--- config.mk ---
export PLATFORM = sky130hd
export DESIGN_NAME = reliable_datagram_reorder_receiver_core_flat
export DESIGN_NICKNAME = d
export VERILOG_FILES = /design/src/hw/rtl/rdr_pkg.sv /design/src/hw/rtl/rdr_ifs.sv /design/src/hw/rtl/rdr_regs.sv /design/src/hw/rtl/rdr_ctrl.sv /design/src/hw/rtl/rdr_dp.sv /design/src/hw/rtl/reliable_datagram_reorder_receiver_core.sv /design/src/flat_wrapper.sv
export SDC_FILE = /design/constraint.sdc
export NUM_CORES = 1
export LEC_CHECK = 0
export BUFFER_PORTS_ARGS = -buffer_cell sky130_fd_sc_hd__buf_2
export CAP_MARGIN = 10
export CORE_MARGIN = 2
export CORE_UTILIZATION = 45
export DETAILED_ROUTE_END_ITERATION = 10
export SLEW_MARGIN = 20
export SYNTH_ARGS = -nofsm -noshare
export SYNTH_HDL_FRONTEND = slang
export SYNTH_SLANG_ARGS = --single-unit
--- constraint.sdc ---
create_clock -name clk -period 10.8 [get_ports clk]
set_clock_uncertainty 0.05 [all_clocks]
set_input_delay 1.08 -clock clk [delete_from_list [all_inputs] [get_ports clk]]
set_output_delay 1.08 -clock clk [all_outputs]
set_load 0.03 [all_outputs]
--- src/hw/rtl/rdr_pkg.sv ---
// ----------------------------------------------------------------------------
// rdr_pkg
// Shared constants, codes and types of the datagram reorder receiver.
// ----------------------------------------------------------------------------
package rdr_pkg;

  localparam int DEF_SLOTS      = 5;
  localparam int DEF_SLOT_BYTES = 1024;
  localparam int MAX_RES        = 6;
  localparam int SLOT_IDX_W     = 3;
  localparam int CFG_ADDR_W     = 3;
  localparam int CFG_DATA_W     = 32;

  localparam logic [15:0] WINDOW_RST = 16'd5120;
  localparam logic [3:0]  RETRY_RST  = 4'd5;
  localparam logic [3:0]  TCNT_MAX   = 4'd15;

  // opcodes
  localparam logic [2:0] OP_SYN   = 3'd0;
  localparam logic [2:0] OP_DAT   = 3'd1;
  localparam logic [2:0] OP_FIN   = 3'd2;
  localparam logic [2:0] OP_OTHER = 3'd3;
  localparam logic [2:0] OP_TICK  = 3'd4;

  // deliver codes
  localparam logic [1:0] DLV_NONE = 2'd0;
  localparam logic [1:0] DLV_CUR  = 2'd1;
  localparam logic [1:0] DLV_SLOT = 2'd2;

  // status codes
  localparam logic [1:0] ST_OK       = 2'd0;
  localparam logic [1:0] ST_REFUSED  = 2'd1;
  localparam logic [1:0] ST_FINISHED = 2'd2;
  localparam logic [1:0] ST_LOST     = 2'd3;

  // register indexes
  localparam logic REG_WINDOW = 1'b0;
  localparam logic REG_RETRY  = 1'b1;

  typedef enum logic [2:0] {
    STEP_NONE,
    STEP_HEAD,
    STEP_DRAIN,
    STEP_TAIL,
    STEP_FLUSH
  } step_t;

  typedef struct packed {
    logic                  load;
    logic                  go;
    step_t                 step;
    logic [SLOT_IDX_W-1:0] slot_idx;
  } rdr_cmd_t;

  typedef struct packed {
    logic busy;
    logic drain_en;
  } rdr_stat_t;

  typedef struct packed {
    logic [31:0] ack_number;
    logic [15:0] window_adv;
    logic        send_ack;
    logic [1:0]  deliver;
    logic [2:0]  deliver_slot;
    logic [1:0]  status;
    logic        last;
  } rdr_res_t;

  typedef struct packed {
    logic [15:0] window_bytes;
    logic [3:0]  retry_limit;
  } rdr_cfg_t;

endpackage

--- src/hw/rtl/rdr_ifs.sv ---
// ----------------------------------------------------------------------------
// rdr channel interfaces
// Valid/ready channels for packet events in and acknowledgement results out.
// ----------------------------------------------------------------------------
interface rdr_in_if;
  logic        valid;
  logic        ready;
  logic [2:0]  opcode;
  logic [31:0] seq_num;
  logic [9:0]  pkt_len;

  modport source (output valid, output opcode, output seq_num, output pkt_len,
                  input ready);
  modport sink (input valid, input opcode, input seq_num, input pkt_len,
                output ready);
endinterface

interface rdr_out_if;
  logic        valid;
  logic        ready;
  logic [31:0] ack_number;
  logic [15:0] window_adv;
  logic        send_ack;
  logic [1:0]  deliver;
  logic [2:0]  deliver_slot;
  logic [1:0]  status;
  logic        last;

  modport source (output valid, output ack_number, output window_adv,
                  output send_ack, output deliver, output deliver_slot,
                  output status, output last, input ready);
  modport sink (input valid, input ack_number, input window_adv,
                input send_ack, input deliver, input deliver_slot,
                input status, input last, output ready);
endinterface

--- src/hw/rtl/rdr_regs.sv ---
// ----------------------------------------------------------------------------
// rdr_regs
// APB-style configuration registers: receive window and retry limit.
// ----------------------------------------------------------------------------
module rdr_regs
  import rdr_pkg::*;
(
  input  logic                  clk,
  input  logic                  rst_n,
  input  logic                  psel,
  input  logic                  penable,
  input  logic                  pwrite,
  input  logic [CFG_ADDR_W-1:0] paddr,
  input  logic [CFG_DATA_W-1:0] pwdata,
  output logic [CFG_DATA_W-1:0] prdata,
  output logic                  pready,
  output rdr_cfg_t              cfg
);

  logic [15:0] window_r;
  logic [3:0]  retry_r;
  logic        wr_en;
  logic        reg_sel;

  assign pready  = 1'b1;
  assign reg_sel = paddr[2];
  assign wr_en   = psel & penable & pwrite;

  always_ff @(posedge clk) begin
    if (!rst_n) begin
      window_r <= WINDOW_RST;
      retry_r  <= RETRY_RST;
    end else if (wr_en) begin
      case (reg_sel)
        REG_WINDOW: window_r <= pwdata[15:0];
        REG_RETRY:  retry_r  <= pwdata[3:0];
        default: ;
      endcase
    end
  end

  always_comb begin
    case (reg_sel)
      REG_WINDOW: prdata = {{(CFG_DATA_W-16){1'b0}}, window_r};
      REG_RETRY:  prdata = {{(CFG_DATA_W-4){1'b0}}, retry_r};
      default:    prdata = '0;
    endcase
  end

  assign cfg.window_bytes = window_r;
  assign cfg.retry_limit  = retry_r;

endmodule

--- src/hw/rtl/rdr_ctrl.sv ---
// ----------------------------------------------------------------------------
// rdr_ctrl
// Sequencer: header step; if enabled, one drain step per slot and tail; flush.
// ----------------------------------------------------------------------------
module rdr_ctrl
  import rdr_pkg::*;
#(
  parameter int SLOTS = DEF_SLOTS
) (
  input  logic      clk,
  input  logic      rst_n,
  input  logic      in_valid,
  output logic      in_ready,
  input  rdr_stat_t stat,
  output rdr_cmd_t  cmd
);

  localparam int SIW = (SLOTS > 1) ? $clog2(SLOTS) : 1;

  typedef enum logic [2:0] {
    S_IDLE,
    S_HEAD,
    S_DRAIN,
    S_TAIL,
    S_FLUSH
  } state_t;

  state_t         state_r, state_nxt;
  logic [SIW-1:0] idx_r, idx_nxt;
  logic           ready_r, ready_nxt;
  logic           go;

  assign go = !stat.busy;

  always_comb begin
    state_nxt = state_r;
    idx_nxt   = idx_r;
    case (state_r)
      S_IDLE: if (in_valid && ready_r) state_nxt = S_HEAD;
      S_HEAD: begin
        if (go) begin
          idx_nxt   = '0;
          state_nxt = stat.drain_en ? S_DRAIN : S_FLUSH;
        end
      end
      S_DRAIN: begin
        if (go) begin
          if (idx_r == SIW'(SLOTS - 1)) state_nxt = S_TAIL;
          else                          idx_nxt   = idx_r + 1'b1;
        end
      end
      S_TAIL:  if (go) state_nxt = S_FLUSH;
      S_FLUSH: if (go) state_nxt = S_IDLE;
      default: state_nxt = S_IDLE;
    endcase
    ready_nxt = (state_nxt == S_IDLE);
  end

  always_ff @(posedge clk) begin
    if (!rst_n) begin
      state_r <= S_IDLE;
      idx_r   <= '0;
      ready_r <= 1'b0;
    end else begin
      state_r <= state_nxt;
      idx_r   <= idx_nxt;
      ready_r <= ready_nxt;
    end
  end

  always_comb begin
    cmd.load     = in_valid && ready_r;
    cmd.slot_idx = SLOT_IDX_W'(idx_r);
    case (state_r)
      S_HEAD:  cmd.step = STEP_HEAD;
      S_DRAIN: cmd.step = STEP_DRAIN;
      S_TAIL:  cmd.step = STEP_TAIL;
      S_FLUSH: cmd.step = STEP_FLUSH;
      default: cmd.step = STEP_NONE;
    endcase
    cmd.go = go && (state_r != S_IDLE);
  end

  assign in_ready = ready_r;

endmodule

--- src/hw/rtl/rdr_dp.sv ---
// ----------------------------------------------------------------------------
// rdr_dp
// Session state, reorder slots, window calculation and result staging.
// ----------------------------------------------------------------------------
module rdr_dp
  import rdr_pkg::*;
#(
  parameter int SLOTS      = DEF_SLOTS,
  parameter int SLOT_BYTES = DEF_SLOT_BYTES
) (
  input  logic        clk,
  input  logic        rst_n,
  input  rdr_cfg_t    cfg,
  input  rdr_cmd_t    cmd,
  output rdr_stat_t   stat,
  input  logic [2:0]  in_opcode,
  input  logic [31:0] in_seq_num,
  input  logic [9:0]  in_pkt_len,
  output logic        out_valid,
  input  logic        out_ready,
  output rdr_res_t    out_res
);

  localparam int SIW  = (SLOTS > 1) ? $clog2(SLOTS) : 1;
  localparam int CNTW = $clog2(SLOTS + 1);
  localparam int UW   = $clog2(SLOTS * SLOT_BYTES + 1);
  localparam int CW   = (UW > 16) ? UW : 16;

  // latched item
  logic [2:0]  op_r;
  logic [31:0] seq_r;
  logic [9:0]  len_r;

  // session state
  logic [31:0] exp_r, exp_nxt;
  logic        conn_r, conn_nxt;
  logic        fin_r, fin_nxt;
  logic [3:0]  tc_r, tc_nxt;
  logic [SLOTS-1:0] valid_r, valid_nxt;
  logic [31:0] slot_seq_r [SLOTS];
  logic [9:0]  slot_len_r [SLOTS];

  // result staging: the newest result waits in hold until its last flag is known
  rdr_res_t hold_r, out_r, push_res, emit_res;
  logic     hold_v_r, hold_v_nxt, out_v_r;
  logic [2:0] res_cnt_r;

  logic           emit_req, emit_pre, emit_fire, flush_fire, push;
  logic           e_send;
  logic [1:0]     e_dlv, e_status;
  logic [2:0]     e_slot;
  logic           park_we, pfound, hit, lost;
  logic [SIW-1:0] pidx, si;
  logic [3:0]     tc_inc;

  logic [SLOTS-1:0] win_vec;
  logic [CNTW-1:0]  used_cnt;
  logic [CW-1:0]    used_bytes, wb_ext;
  logic [15:0]      win_val;

  assign si = cmd.slot_idx[SIW-1:0];

  // duplicate lookup and first free slot
  always_comb begin
    hit    = 1'b0;
    pfound = 1'b0;
    pidx   = '0;
    for (int i = 0; i < SLOTS; i++) begin
      if (valid_r[i] && slot_seq_r[i] == seq_r) hit = 1'b1;
      if (!valid_r[i] && !pfound) begin
        pfound = 1'b1;
        pidx   = SIW'(i);
      end
    end
  end

  assign tc_inc = (tc_r == TCNT_MAX) ? TCNT_MAX : tc_r + 4'd1;
  assign lost   = (tc_inc >= cfg.retry_limit);

  always_comb begin
    exp_nxt   = exp_r;
    conn_nxt  = conn_r;
    fin_nxt   = fin_r;
    tc_nxt    = tc_r;
    valid_nxt = valid_r;
    park_we   = 1'b0;
    emit_req  = 1'b0;
    emit_pre  = 1'b0;
    e_send    = 1'b1;
    e_dlv     = DLV_NONE;
    e_slot    = '0;
    e_status  = ST_OK;
    case (cmd.step)
      STEP_HEAD: begin
        emit_req = 1'b1;
        if (fin_r) begin
          e_send   = 1'b0;
          e_status = ST_FINISHED;
        end else if (!conn_r) begin
          if (op_r == OP_SYN) begin
            exp_nxt  = seq_r + {22'd0, len_r};
            conn_nxt = 1'b1;
            tc_nxt   = '0;
          end else begin
            e_send   = 1'b0;
            e_status = ST_REFUSED;
          end
        end else if (op_r == OP_TICK) begin
          // result reflects the session before a link-lost clear
          emit_pre = 1'b1;
          tc_nxt   = tc_inc;
          if (lost) begin
            e_status  = ST_LOST;
            conn_nxt  = 1'b0;
            exp_nxt   = '0;
            tc_nxt    = '0;
            valid_nxt = '0;
          end
        end else begin
          tc_nxt = '0;
          if (op_r == OP_DAT) begin
            if (seq_r < exp_r || hit) begin
              e_dlv = DLV_NONE;
            end else if (seq_r == exp_r) begin
              exp_nxt = exp_r + {22'd0, len_r};
              e_dlv   = DLV_CUR;
            end else if (pfound) begin
              park_we         = 1'b1;
              valid_nxt[pidx] = 1'b1;
            end
          end else begin
            emit_req = 1'b0;
          end
        end
      end
      STEP_DRAIN: begin
        if (valid_r[si]) begin
          if (slot_seq_r[si] < exp_r) begin
            valid_nxt[si] = 1'b0;
          end else if (slot_seq_r[si] == exp_r) begin
            valid_nxt[si] = 1'b0;
            exp_nxt       = exp_r + {22'd0, slot_len_r[si]};
            emit_req      = 1'b1;
            e_dlv         = DLV_SLOT;
            e_slot        = 3'(si);
          end
        end
      end
      STEP_TAIL: begin
        if (op_r == OP_SYN) begin
          exp_nxt = exp_r + {22'd0, len_r};
        end else if (op_r == OP_FIN) begin
          exp_nxt  = exp_r + {22'd0, len_r};
          fin_nxt  = 1'b1;
          emit_req = 1'b1;
          e_status = ST_FINISHED;
        end
      end
      default: ;
    endcase
  end

  // advertised window: window_bytes less one slot's bytes per used slot
  assign win_vec = emit_pre ? valid_r : valid_nxt;

  always_comb begin
    used_cnt = '0;
    for (int i = 0; i < SLOTS; i++) used_cnt = used_cnt + CNTW'(win_vec[i]);
  end

  assign used_bytes = CW'(used_cnt) * CW'(SLOT_BYTES);
  assign wb_ext     = CW'(cfg.window_bytes);
  assign win_val    = (used_bytes >= wb_ext) ? 16'd0 : 16'(wb_ext - used_bytes);

  always_comb begin
    emit_res.ack_number   = emit_pre ? exp_r : exp_nxt;
    emit_res.window_adv   = win_val;
    emit_res.send_ack     = e_send;
    emit_res.deliver      = e_dlv;
    emit_res.deliver_slot = e_slot;
    emit_res.status       = e_status;
    emit_res.last         = 1'b0;
  end

  assign emit_fire  = cmd.go && emit_req && (res_cnt_r < 3'(MAX_RES));
  assign flush_fire = cmd.go && (cmd.step == STEP_FLUSH) && hold_v_r;
  assign push       = (emit_fire && hold_v_r) || flush_fire;

  always_comb begin
    push_res      = hold_r;
    push_res.last = flush_fire;
    if (emit_fire)       hold_v_nxt = 1'b1;
    else if (flush_fire) hold_v_nxt = 1'b0;
    else                 hold_v_nxt = hold_v_r;
  end

  always_ff @(posedge clk) begin
    if (!rst_n) begin
      exp_r     <= '0;
      conn_r    <= 1'b0;
      fin_r     <= 1'b0;
      tc_r      <= '0;
      valid_r   <= '0;
      hold_v_r  <= 1'b0;
      out_v_r   <= 1'b0;
      res_cnt_r <= '0;
    end else begin
      if (cmd.go) begin
        exp_r   <= exp_nxt;
        conn_r  <= conn_nxt;
        fin_r   <= fin_nxt;
        tc_r    <= tc_nxt;
        valid_r <= valid_nxt;
      end
      if (cmd.load)       res_cnt_r <= '0;
      else if (emit_fire) res_cnt_r <= res_cnt_r + 3'd1;
      hold_v_r <= hold_v_nxt;
      if (push)                      out_v_r <= 1'b1;
      else if (out_v_r && out_ready) out_v_r <= 1'b0;
    end
  end

  always_ff @(posedge clk) begin
    if (cmd.load) begin
      op_r  <= in_opcode;
      seq_r <= in_seq_num;
      len_r <= in_pkt_len;
    end
    if (cmd.go && park_we) begin
      slot_seq_r[pidx] <= seq_r;
      slot_len_r[pidx] <= len_r;
    end
    if (emit_fire) hold_r <= emit_res;
    if (push)      out_r  <= push_res;
  end

  assign stat.busy     = hold_v_r && out_v_r && !out_ready;
  assign stat.drain_en = conn_r && !fin_r && (op_r != OP_TICK);

  assign out_valid = out_v_r;
  assign out_res   = out_r;

endmodule

--- src/hw/rtl/reliable_datagram_reorder_receiver_core.sv ---
// ----------------------------------------------------------------------------
// reliable_datagram_reorder_receiver_core
// Receive side of a byte-sequenced datagram session with a reorder buffer.
// ----------------------------------------------------------------------------
// Usage:
//   in_if   : one transaction per packet event (SYN, DAT, FIN, other, tick).
//   out_if  : acknowledgement / status results, zero to six per packet;
//             last marks the final result of a packet.
//   cfg_*   : APB-style writes to window_bytes (0x0) and retry_limit (0x4),
//             only while the block is idle.
// Sequence: a packet that runs the drain pass goes through the header step,
//   one drain step per reorder slot, the tail step and the flush before
//   in_if.ready returns; one that skips it (before SYN, after FIN, timeout tick)
//   goes from the header step straight to the flush. The drain sequencer visits
//   the slots one per cycle unless a stalled out_if holds it.
//   A result is held until the next one is produced or the flush step, and
//   out_if.valid rises at that edge.
// Stall: when out_if is not taken, the sequencer waits with the next result
//   in its hold register; nothing is dropped.
// Reset: synchronous, active low; the session returns to waiting for SYN,
//   all slots are freed and the registers take their default values.
// ----------------------------------------------------------------------------
module reliable_datagram_reorder_receiver_core
  import rdr_pkg::*;
#(
  parameter int SLOTS      = DEF_SLOTS,
  parameter int SLOT_BYTES = DEF_SLOT_BYTES
) (
  input  logic                  clk,
  input  logic                  rst_n,
  rdr_in_if.sink                in_if,
  rdr_out_if.source             out_if,
  input  logic                  cfg_psel,
  input  logic                  cfg_penable,
  input  logic                  cfg_pwrite,
  input  logic [CFG_ADDR_W-1:0] cfg_paddr,
  input  logic [CFG_DATA_W-1:0] cfg_pwdata,
  output logic [CFG_DATA_W-1:0] cfg_prdata,
  output logic                  cfg_pready
);

  rdr_cfg_t  cfg;
  rdr_cmd_t  cmd;
  rdr_stat_t stat;
  rdr_res_t  res;
  logic      in_ready;

  rdr_regs u_regs (
    .clk     (clk),
    .rst_n   (rst_n),
    .psel    (cfg_psel),
    .penable (cfg_penable),
    .pwrite  (cfg_pwrite),
    .paddr   (cfg_paddr),
    .pwdata  (cfg_pwdata),
    .prdata  (cfg_prdata),
    .pready  (cfg_pready),
    .cfg     (cfg)
  );

  rdr_ctrl #(.SLOTS(SLOTS)) u_ctrl (
    .clk      (clk),
    .rst_n    (rst_n),
    .in_valid (in_if.valid),
    .in_ready (in_ready),
    .stat     (stat),
    .cmd      (cmd)
  );

  rdr_dp #(.SLOTS(SLOTS), .SLOT_BYTES(SLOT_BYTES)) u_dp (
    .clk        (clk),
    .rst_n      (rst_n),
    .cfg        (cfg),
    .cmd        (cmd),
    .stat       (stat),
    .in_opcode  (in_if.opcode),
    .in_seq_num (in_if.seq_num),
    .in_pkt_len (in_if.pkt_len),
    .out_valid  (out_if.valid),
    .out_ready  (out_if.ready),
    .out_res    (res)
  );

  assign in_if.ready         = in_ready;
  assign out_if.ack_number   = res.ack_number;
  assign out_if.window_adv   = res.window_adv;
  assign out_if.send_ack     = res.send_ack;
  assign out_if.deliver      = res.deliver;
  assign out_if.deliver_slot = res.deliver_slot;
  assign out_if.status       = res.status;
  assign out_if.last         = res.last;

endmodule

--- src/flat_wrapper.sv ---
// flat-port wrapper written by rule: the top's interface ports become plain ports
module reliable_datagram_reorder_receiver_core_flat import rdr_pkg::*;
#(
  parameter int SLOTS      = DEF_SLOTS,
  parameter int SLOT_BYTES = DEF_SLOT_BYTES
)
  (clk, rst_n, cfg_psel, cfg_penable, cfg_pwrite, cfg_paddr, cfg_pwdata, cfg_prdata, cfg_pready, in_if_valid, in_if_opcode, in_if_seq_num, in_if_pkt_len, in_if_ready, out_if_valid, out_if_ack_number, out_if_window_adv, out_if_send_ack, out_if_deliver, out_if_deliver_slot, out_if_status, out_if_last, out_if_ready);
  rdr_in_if in_if_i ();
  rdr_out_if out_if_i ();
  input  logic clk;
  input  logic rst_n;
  input  logic cfg_psel;
  input  logic cfg_penable;
  input  logic cfg_pwrite;
  input  logic [CFG_ADDR_W-1:0] cfg_paddr;
  input  logic [CFG_DATA_W-1:0] cfg_pwdata;
  output logic [CFG_DATA_W-1:0] cfg_prdata;
  output logic cfg_pready;
  input wire logic [$bits(in_if_i.valid)-1:0] in_if_valid;
  input wire logic [$bits(in_if_i.opcode)-1:0] in_if_opcode;
  input wire logic [$bits(in_if_i.seq_num)-1:0] in_if_seq_num;
  input wire logic [$bits(in_if_i.pkt_len)-1:0] in_if_pkt_len;
  output wire logic [$bits(in_if_i.ready)-1:0] in_if_ready;
  output wire logic [$bits(out_if_i.valid)-1:0] out_if_valid;
  output wire logic [$bits(out_if_i.ack_number)-1:0] out_if_ack_number;
  output wire logic [$bits(out_if_i.window_adv)-1:0] out_if_window_adv;
  output wire logic [$bits(out_if_i.send_ack)-1:0] out_if_send_ack;
  output wire logic [$bits(out_if_i.deliver)-1:0] out_if_deliver;
  output wire logic [$bits(out_if_i.deliver_slot)-1:0] out_if_deliver_slot;
  output wire logic [$bits(out_if_i.status)-1:0] out_if_status;
  output wire logic [$bits(out_if_i.last)-1:0] out_if_last;
  input wire logic [$bits(out_if_i.ready)-1:0] out_if_ready;
  assign in_if_i.valid = in_if_valid;
  assign in_if_i.opcode = in_if_opcode;
  assign in_if_i.seq_num = in_if_seq_num;
  assign in_if_i.pkt_len = in_if_pkt_len;
  assign in_if_ready = in_if_i.ready;
  assign out_if_valid = out_if_i.valid;
  assign out_if_ack_number = out_if_i.ack_number;
  assign out_if_window_adv = out_if_i.window_adv;
  assign out_if_send_ack = out_if_i.send_ack;
  assign out_if_deliver = out_if_i.deliver;
  assign out_if_deliver_slot = out_if_i.deliver_slot;
  assign out_if_status = out_if_i.status;
  assign out_if_last = out_if_i.last;
  assign out_if_i.ready = out_if_ready;
  reliable_datagram_reorder_receiver_core #(.SLOTS(SLOTS), .SLOT_BYTES(SLOT_BYTES)) u_core (.clk(clk), .rst_n(rst_n), .in_if(in_if_i), .out_if(out_if_i), .cfg_psel(cfg_psel), .cfg_penable(cfg_penable), .cfg_pwrite(cfg_pwrite), .cfg_paddr(cfg_paddr), .cfg_pwdata(cfg_pwdata), .cfg_prdata(cfg_prdata), .cfg_pready(cfg_pready));
endmodule
==> out/metrics.sh, run 1 <==
TOP_LEVEL_PORTS=179
SETUP_VIOL_COUNT_FINAL=0
GRT_MAX_DEGREE=59
SYNTH_TOP_AREA_CELLS='edfxtp_1, mux4_2, dfxtp_1'
SYNTH.YOSYS.SEQ_AREA_SHARE_PCT=52.9
PLACEMENT.IO_BUFFERS=143
CTS_MAX_LEVEL=2
DP.CELLS=3426
CORE_AREA_UM2=64300
PERIOD_MINUS_SLACK_NS=8.93
CRIT-REG2REG-CAPTURE='u_core.u_dp.hold_r[15]'
SYNTH.YOSYS.WARNINGS=0
AVGROUTEDWIREPERCELL_UM=29.0
END_KIND='register'
VIAS_IN_THE_FIRST_GLOBAL_ROUTE=21183
LAYOUT.CELL_AREA.NON_FILLER_UM2=33100
WIRE_LENGTH_OF_THE_FIRST_GLOBAL_ROUTING_PASS_MM=147
CTS-BUFFERS-INSERTED=58
TIGHTEST_SLEW_NS=1.18
DRC=0
DRT_FIRST_ITER_VIOLATIONS=2266
CLOCK_SINK_COUNT=542
INITIAL_UTILIZATION_PCT=45.5
SLEW-LIMIT-HEADROOM_PCT=21.1
FINAL_MAX_SLEW_VIOL_COUNT=0
POST_CTS.REPAIR.SETUP_BUFFERS=0
SYNTH_AREA_UM2=29300
CTS_ROOT_BUF='clkbuf_16'
TRITONCTS_CLOCK_TREE='yes'
HOLD_PATH_STARTPOINT='u_core.u_dp.hold_r[50]'
SHARE_OF_FLIP_FLOPS_WITH_AN_ASYNCHRONOUS_SET_OR_RESET_PCT=0
SYNTHESIZED_NETLIST_CELL_COUNT=2425
GRT.TOTAL_USAGE_PCT=30.3
WORST-ENDPOINT-REQUIRED_NS=11.08
WORST_SKEW_PAIR.LATE_LATENCY_NS=0.64
DIE_AREA_UM2=67100
FINAL-INSTANCE-COUNT-EXCL-FILL=3535
CP-START-KIND='register'
NETLIST.TOP_CELL.BY_AREA='edfxtp_1'
FIN_TOTAL_PWR_mW=4.69
DETAILEDROUTE.FIRSTPASSITERATIONCOUNT=5
PATH_MAX_FANOUT=35
PLACE_HPWL_MM=74.5
CLOCK_TREE_BUF_DEPTH=3
SYNTH_TOP_CELL_AREA_SHARE_PCT=47.6
MAX_FREQ_MHz=112
POWER.LEAKAGE_nW=11.3
ROWS=93
VDD.IR_DROP.WORST_V=0.000140
HOLDCRITPATHCLASS='register to register'
FINAL_LAYOUT_SIZE_SUFFIX_GT1_SHARE_PCT=16.9
DESIGN.FINAL.NETS=2830
FINAL_HOLD_VIOL_COUNT=0
ROUTED_WIRELENGTH_MM=102
GRT_SETUP_UNREPAIRED='no'
AVGVIACOUNTPERCELL=6.15
ANTENNA_FOUND_INITIAL=1
YS.FLOP_TYPE='edfxtp_1'
POWER-PER-CELL-AREA_nW_PER_UM2=141
PLACEMENT.CELL_AREA_UM2=31300
CTS.HOLD.BUFFERS_ADDED=0
NUMBER_OF_SYNTHESIZED_FLOPS_WITH_AN_ENABLE_PIN=464
POSTROUTEANTENNANETS=0
SYN_TO_FINAL_GROWTH_PCT=13.2
MAX-CAP-VIOLATIONS=0
HOLD_END='u_core.u_dp.out_res[50]'
MIN_DELAY_PATH_DEPTH=0
GLOBALROUTEOVERFLOWTOTAL=0
POST_CTS.RESIZED_INSTANCES=0
INSERTEDDIODECOUNT=0
PLACE_CONGESTION=0.988
FP.DIEW_UM=259
OUTCOME='completed'
ROUTED-VIA-COUNT=21745
YS_FF_LATCH=542
PATH_CLASS='register to register'
REG2REG_DEPTH=24
NETLIST-CELL-TYPE-COUNT=103
WORST_EP_ARRIVAL_TIME_NS=9.21
TIMING.FINAL.CRIT_SHARE_PCT=82.6
UTILIZATION_PCT=51.5
SETUP_SLACK_REG_TO_REG_NS=1.87
CLK_TRANSITION_REPORTED_PATHS_NS=0.07
SETUP_TNS_NS=0
AVGSYNTHCELLAREA_UM2=12.1
DIE_Y_UM=259
## cell type report
cell class / instances / area (um2)
Fill cell: 5694 / 31200
Sequential cell: 542 / 15500
Multi-Input combinational cell: 1774 / 13300
Clock buffer: 77 / 1540
Timing Repair Buffer: 192 / 1100
Tap cell: 855 / 1070
Clock inverter: 32 / 342
Inverter: 63 / 236
## Yosys cell counts (10+ instances only)
library cell	count
buf_4	18
a211oi_1	21
nor4_1	62
inv_1	56
xnor2_1	82
clkbuf_1	95
xor2_1	142
and3_1	23
nand2b_1	10
o21ai_0	69
mux2_2	47
nor2_1	121
dfxtp_1	78
edfxtp_1	464
nand4_1	53
a21o_1	25
nand3_1	63
a21oi_1	121
a31oi_1	31
buf_2	34
o211ai_1	26
o21a_1	16
nor3b_1	11
or4_1	13
ha_1	106
buf_1	10
or3_1	14
nor3_1	50
a221oi_1	12
and2_1	16
o31ai_1	12
nor2b_1	32
mux4_2	74
o21ai_1	25
mux2i_1	17
o22ai_1	10
nand2_1	162
## metal layers
layer	share of wire [%]	wire length, um	global-route usage (%)	vias to the layer above
met5	0	0	0	-
met4	4.2	4320	11.8	0
met3	6.5	6690	4.41	209
met2	47	48300	49.3	918
met1	42	43100	41.0	10947
li1	-	-	-	9671
## placed cells by master (no fill, tap or decap), types with 14 or more instances in the layout
| cell type | n |
|---|---|
| mux4_2 | 74 |
| clkbuf_16 | 59 |
| buf_4 | 48 |
| ha_1 | 106 |
| a31oi_1 | 31 |
| o21ai_1 | 25 |
| nand2_1 | 162 |
| nand3_1 | 63 |
| nor3_1 | 46 |
| or3_1 | 14 |
| a211oi_1 | 19 |
| nor2b_1 | 32 |
| and3_1 | 23 |
| edfxtp_1 | 464 |
| xor2_1 | 142 |
| o21ai_0 | 69 |
| buf_2 | 143 |
| a21o_1 | 24 |
| nor4_1 | 62 |
| and2_1 | 15 |
| mux2i_1 | 17 |
| mux2_2 | 47 |
| clkbuf_1 | 18 |
| dfxtp_1 | 75 |
| nand4_1 | 53 |
| inv_1 | 56 |
| o21a_1 | 16 |
| conb_1 | 113 |
| xnor2_1 | 82 |
| nor2_1 | 118 |
| o211ai_1 | 26 |
| a21oi_1 | 120 |
## metrics by stage
stage | hold slack [ns] | setup WS (ns)
5_1_grt | 0.367 | 1.16
3_3_place_gp | 0.352 | 2.03
3_5_place_dp | 0.355 | 1.93
4_1_cts | 0.365 | 1.84
6_report | 0.367 | 1.87
2_1_floorplan | 0.350 | 2.66
## worst max-delay path, cell delays in order (launching register included)
cell       delay, ns
dfxtp_4         0.94
buf_4           0.37
mux4_2          0.51
mux2_2          0.28
ha_1            0.33
nand4_1         0.16
a211oi_1        0.06
a2111oi_0       0.54
o211a_1         0.63
o21ai_1         0.23
a211oi_1        0.68
a21oi_1         0.14
o21ai_1         0.21
o211ai_1        0.16
fa_1            0.57
inv_1           0.06
fa_1            0.46
inv_1           0.07
ha_1            0.16
inv_1           0.06
fa_1            0.44
a211o_1         0.31
a21oi_1         0.20
nor2b_1         0.80
nor2b_1         0.14
## worst max-delay path by stage
stage / start / end / slack [ns] / depth (start not counted)
6_report: register / u_core.u_dp.hold_r[15] / 1.87 / 24
5_1_grt: register / u_core.u_dp.hold_r[15] / 1.16 / 24
4_1_cts: register / u_core.u_dp.hold_r[15] / 1.84 / 24
3_5_place_dp: register / u_core.u_dp.hold_r[9] / 1.93 / 24
3_3_place_gp: register / u_core.u_dp.hold_r[22] / 2.03 / 24
2_1_floorplan: register / u_core.u_dp.out_res[0] / 2.66 / 13
## registers in the layout, summed over array words and instances (netlist names), named ones only
register                cells
u_core.u_regs.retry_r       4
u_core.u_dp.valid_r         5
u_core.u_regs.window_r     16
u_core.u_ctrl.state_r       3
u_core.u_dp.conn_r          1
u_core.u_dp.hold_r         56
u_core.u_dp.slot_seq_r    256
u_core.u_dp.fin_r           1
u_core.u_dp.len_r          10
u_core.u_dp.out_res        57
u_core.u_dp.hold_v_r        1
u_core.u_dp.out_valid       1
u_core.u_dp.res_cnt_r       3
u_core.u_dp.slot_len_r     50
u_core.u_ctrl.idx_r         3
u_core.u_dp.exp_r          32
u_core.u_dp.tc_r            4
u_core.u_dp.op_r            3
u_core.u_ctrl.in_ready      1
u_core.u_dp.seq_r          32
## cell families (layout without fill, tap and decap cells)
| group | after synthesis | after routing | share of synthesized area (%) |
|---|---|---|---|
| AO/OA/AOI/OAI | 502 | 502 | 11.8 |
| XOR/XNOR | 224 | 224 | 6.70 |
| adder cells (fa/ha/maj) | 112 | 112 | 4.94 |
| buffers and inverters | 220 | 364 | 3.20 |
| flip-flops | 542 | 542 | 52.9 |
| multiplexers | 138 | 138 | 8.08 |
| other | 2 | 113 | 0.0256 |
| AND/OR/NAND/NOR | 685 | 685 | 12.3 |
## report_power, final
group / internal (mW) / switching, mW
registers: 2.30 / 0.0569
logic: 0.111 / 0.230
clock network: 1.13 / 0.852
(Power assumes the default switching activity.)
==> run 2, diff against run 1 <==
==> constraint.sdc (replaced) <==
create_clock -name clk -period 7.7 [get_ports clk]
set_clock_uncertainty 0.05 [all_clocks]
set_input_delay 0.77 -clock clk [delete_from_list [all_inputs] [get_ports clk]]
set_output_delay 0.77 -clock clk [all_outputs]
set_load 0.03 [all_outputs]
==> run 2 against run 1 <==
Critical path depth rose by 3. Worst hold slack got worse by 0.12 ns. Setup slack worse by 1.4 ns. Power is 40% higher. Non-clock buffer count increased by 37. Sequential power increased by 40%. Via count is 0.94% higher. Final cell count is 1.1% higher. Combinational power rose by 46%. Fmax rose by 24%. Global-route usage down 0.53 points. Critical path type unchanged. Final area increased by 0.93%.
==> out/metrics.sh, run 2 (synthesis gave the netlist of run 1 again) <==
OUTCOME='completed'  # unchanged
WORST_HOLD_SLACK_NS=0.246  # was 0.367 ns
PLACE_CONGESTION=0.962  # was 0.988
PLACE_HPWL_MM=74.1  # was 74.5 mm
ROUTED_WIRELENGTH_MM=101  # was 102 mm
TIMING.FINAL.CRIT_SHARE_PCT=93.7  # was 82.6%
PATH_MAX_FANOUT=35  # unchanged
MOSTFREQUENTLAYOUTCELLS='edfxtp_1, nand2_1, buf_2'  # unchanged
DIE_AREA_UM2=67100  # unchanged
GRT.TOTAL_USAGE_PCT=29.8  # was 30.3%
CTS.HOLD.BUFFERS_ADDED=0  # unchanged
VDD.IR_DROP.WORST_V=0.000184  # was 0.000140 V
DETAILEDROUTE.FIRSTPASSITERATIONCOUNT=6  # was 5
HOLDCRITPATHCLASS='input port to register'  # was register to register
DESIGN.FINAL.NETS=2869  # was 2830
TRITONCTS_CLOCK_TREE='yes'  # unchanged
FINAL_HOLD_VIOL_COUNT=0  # unchanged
AVGVIACOUNTPERCELL=6.14  # was 6.15
DRT_FIRST_ITER_VIOLATIONS=2359  # was 2266
END_KIND='register'  # unchanged
LAYOUT_COMMONEST_CELL='edfxtp_1'  # unchanged
POST_CTS.REPAIR.SETUP_BUFFERS=0  # unchanged
COMB_POWER_SHARE_PCT=7.6  # was 7.3%
INITIAL_UTILIZATION_PCT=45.5  # unchanged
CTS_ROOT_BUF='clkbuf_16'  # unchanged
POWER-PER-CELL-AREA_nW_PER_UM2=196  # was 141 nW/um2
VIAS_IN_THE_FIRST_GLOBAL_ROUTE=20980  # was 21183
TOP_REGISTER='u_core.u_dp.slot_seq_r'  # unchanged
TOP_LEVEL_PORTS=179  # unchanged
ROUTED-VIA-COUNT=21949  # was 21745
SYN_TO_FINAL_GROWTH_PCT=14.2  # was 13.2%
CTS-BUFFERS-INSERTED=60  # was 58
SEQ_POWER_SHARE_PCT=50.2  # was 50.4%
FP.DIEW_UM=259  # unchanged
SETUP_VIOL_COUNT_FINAL=0  # unchanged
CP-START-KIND='register'  # unchanged
PERIOD_MINUS_SLACK_NS=7.22  # was 8.93 ns
CTS_MAX_LEVEL=2  # unchanged
MAX_FREQ_MHz=139  # was 112 MHz
LAYOUT.CELL_AREA.NON_FILLER_UM2=33400  # was 33100 um2
GRT_MAX_DEGREE=61  # was 59
DRC=0  # unchanged
WORST_EP_ARRIVAL_TIME_NS=7.53  # was 9.21 ns
POSTROUTEANTENNANETS=0  # unchanged
LARGEST_REGISTER_FF_COUNT=256  # unchanged
SLEW-LIMIT-HEADROOM_PCT=19.2  # was 21.1%
WORST-ENDPOINT-REQUIRED_NS=8.02  # was 11.08 ns
SETUP_TNS_NS=0  # unchanged
PATH_CLASS='register to register'  # unchanged
PLACEMENT.IO_BUFFERS=143  # unchanged
GRT_SETUP_UNREPAIRED='no'  # unchanged
TIGHTEST_SLEW_NS=1.18  # about the same
SWITCHINGPOWER_mW=1.59  # was 1.14 mW
CLOCK_SINK_COUNT=542  # unchanged
DIE_Y_UM=259  # unchanged
WIRE_LENGTH_OF_THE_FIRST_GLOBAL_ROUTING_PASS_MM=145  # was 147 mm
PLACEMENT.CELL_AREA_UM2=31500  # was 31300 um2
PWR-SHARE-CLK_PCT=42.3  # about the same
WORST_SKEW_PAIR.LATE_LATENCY_NS=0.65  # was 0.64 ns
POWER.LEAKAGE_nW=11.5  # was 11.3 nW
ROWS=93  # unchanged
DP_SLACK_NS=0.531  # was 1.93 ns
MAX-CAP-VIOLATIONS=0  # unchanged
FINAL_LAYOUT_SIZE_SUFFIX_GT1_SHARE_PCT=18.0  # was 16.9%
POST_CTS.RESIZED_INSTANCES=0  # unchanged
NET_SW_SHARE_PCT=24.2  # was 24.3%
GLOBALROUTEOVERFLOWTOTAL=0  # unchanged
ANTENNA_FOUND_INITIAL=2  # was 1
FINAL_CRITICAL_PATH_SETUP_SLACK_NS=0.485  # was 1.87 ns
FIN_TOTAL_PWR_mW=6.57  # was 4.69 mW
AVGROUTEDWIREPERCELL_UM=28.2  # was 29.0 um
CLK_TRANSITION_REPORTED_PATHS_NS=0.07  # about the same
FINAL_MAX_SLEW_VIOL_COUNT=0  # unchanged
CELLINTERNALPOWER_mW=4.98  # was 3.55 mW
CLOCK_TREE_BUF_DEPTH=3  # unchanged
CORE_AREA_UM2=64300  # unchanged
run 2: cell types whose count changed in the layout (fill, tap and decap cells not counted), moves of 3 or more:
cell,delta
buf_4,+35
clkbuf_1,-6
clkinv_1,+4
clkbuf_8,+3
diode_2,+3
run 2: power groups by stage:
stage | Combinational [mW] | Clock (mW) | Sequential [mW]
floorplan | 0.320 | 0 | 3.33
global placement | 0.476 | 0 | 3.35
detailed placement | 0.484 | 0 | 3.36
CTS | 0.486 | 2.83 | 3.30
global route | 0.534 | 2.94 | 3.30
finish | 0.497 | 2.78 | 3.30
run 2: path summary, 6_finish.rpt:
check                                            start                       to  slack [ns]  cells past startpoint
worst min-delay path                 in_if_seq_num[20]    u_core.u_dp.seq_r[20]        0.25                      1
worst max register to register                register   u_core.u_dp.hold_r[13]        0.48                     27
worst min register to register  u_core.u_dp.hold_r[22]  u_core.u_dp.out_res[22]        0.36                      0
worst max-delay path                          register   u_core.u_dp.hold_r[13]        0.48                     27
run 2: metrics by stage:
stage | cells | utilization (%)
global placement | 3463 | 49.0
floorplan | 2536 | -
detailed placement | 3463 | 49.0
finish | 3574 | 52.0
CTS | 3571 | 52.0
global route | 3571 | 52.0
run 2: critical path, cell delays in order (launching register included):
cell	delay, ns
dfxtp_4	0.37
buf_12	0.27
buf_4	0.38
mux4_2	0.53
mux2_2	0.29
ha_1	0.33
a21oi_1	0.13
nand2_1	0.09
a221oi_1	0.35
and3_1	0.27
o21ai_1	0.18
a211oi_1	0.28
buf_4	0.19
a31oi_1	0.08
o21ai_1	0.19
o311ai_1	0.16
fa_1	0.54
inv_1	0.05
fa_1	0.47
inv_1	0.07
ha_1	0.15
inv_1	0.06
fa_1	0.43
a211o_1	0.31
a21oi_1	0.19
nor2b_1	0.15
buf_4	0.20
nor2b_1	0.07
run 2: routing by layer:
layer / GRT usage, % / vias to the layer above / routed length [um]
li1: - / 9744 / -
met1: 40.5 / 10963 / 42100
met3: 3.64 / 204 / 6930
met4: 11.0 / 0 / 4040
met2: 49.1 / 1038 / 47700
met5: 0 / - / 0
run 2: final cells by class:
class	instances	area (um2)
antenna	3	7.51
clock buffer	75	1590
clock inverter	33	309
fill	5592	30900
inverter	63	236
multi-input combinational	1774	13300
sequential	542	15500
tap	855	1070
timing repair buffer	229	1400
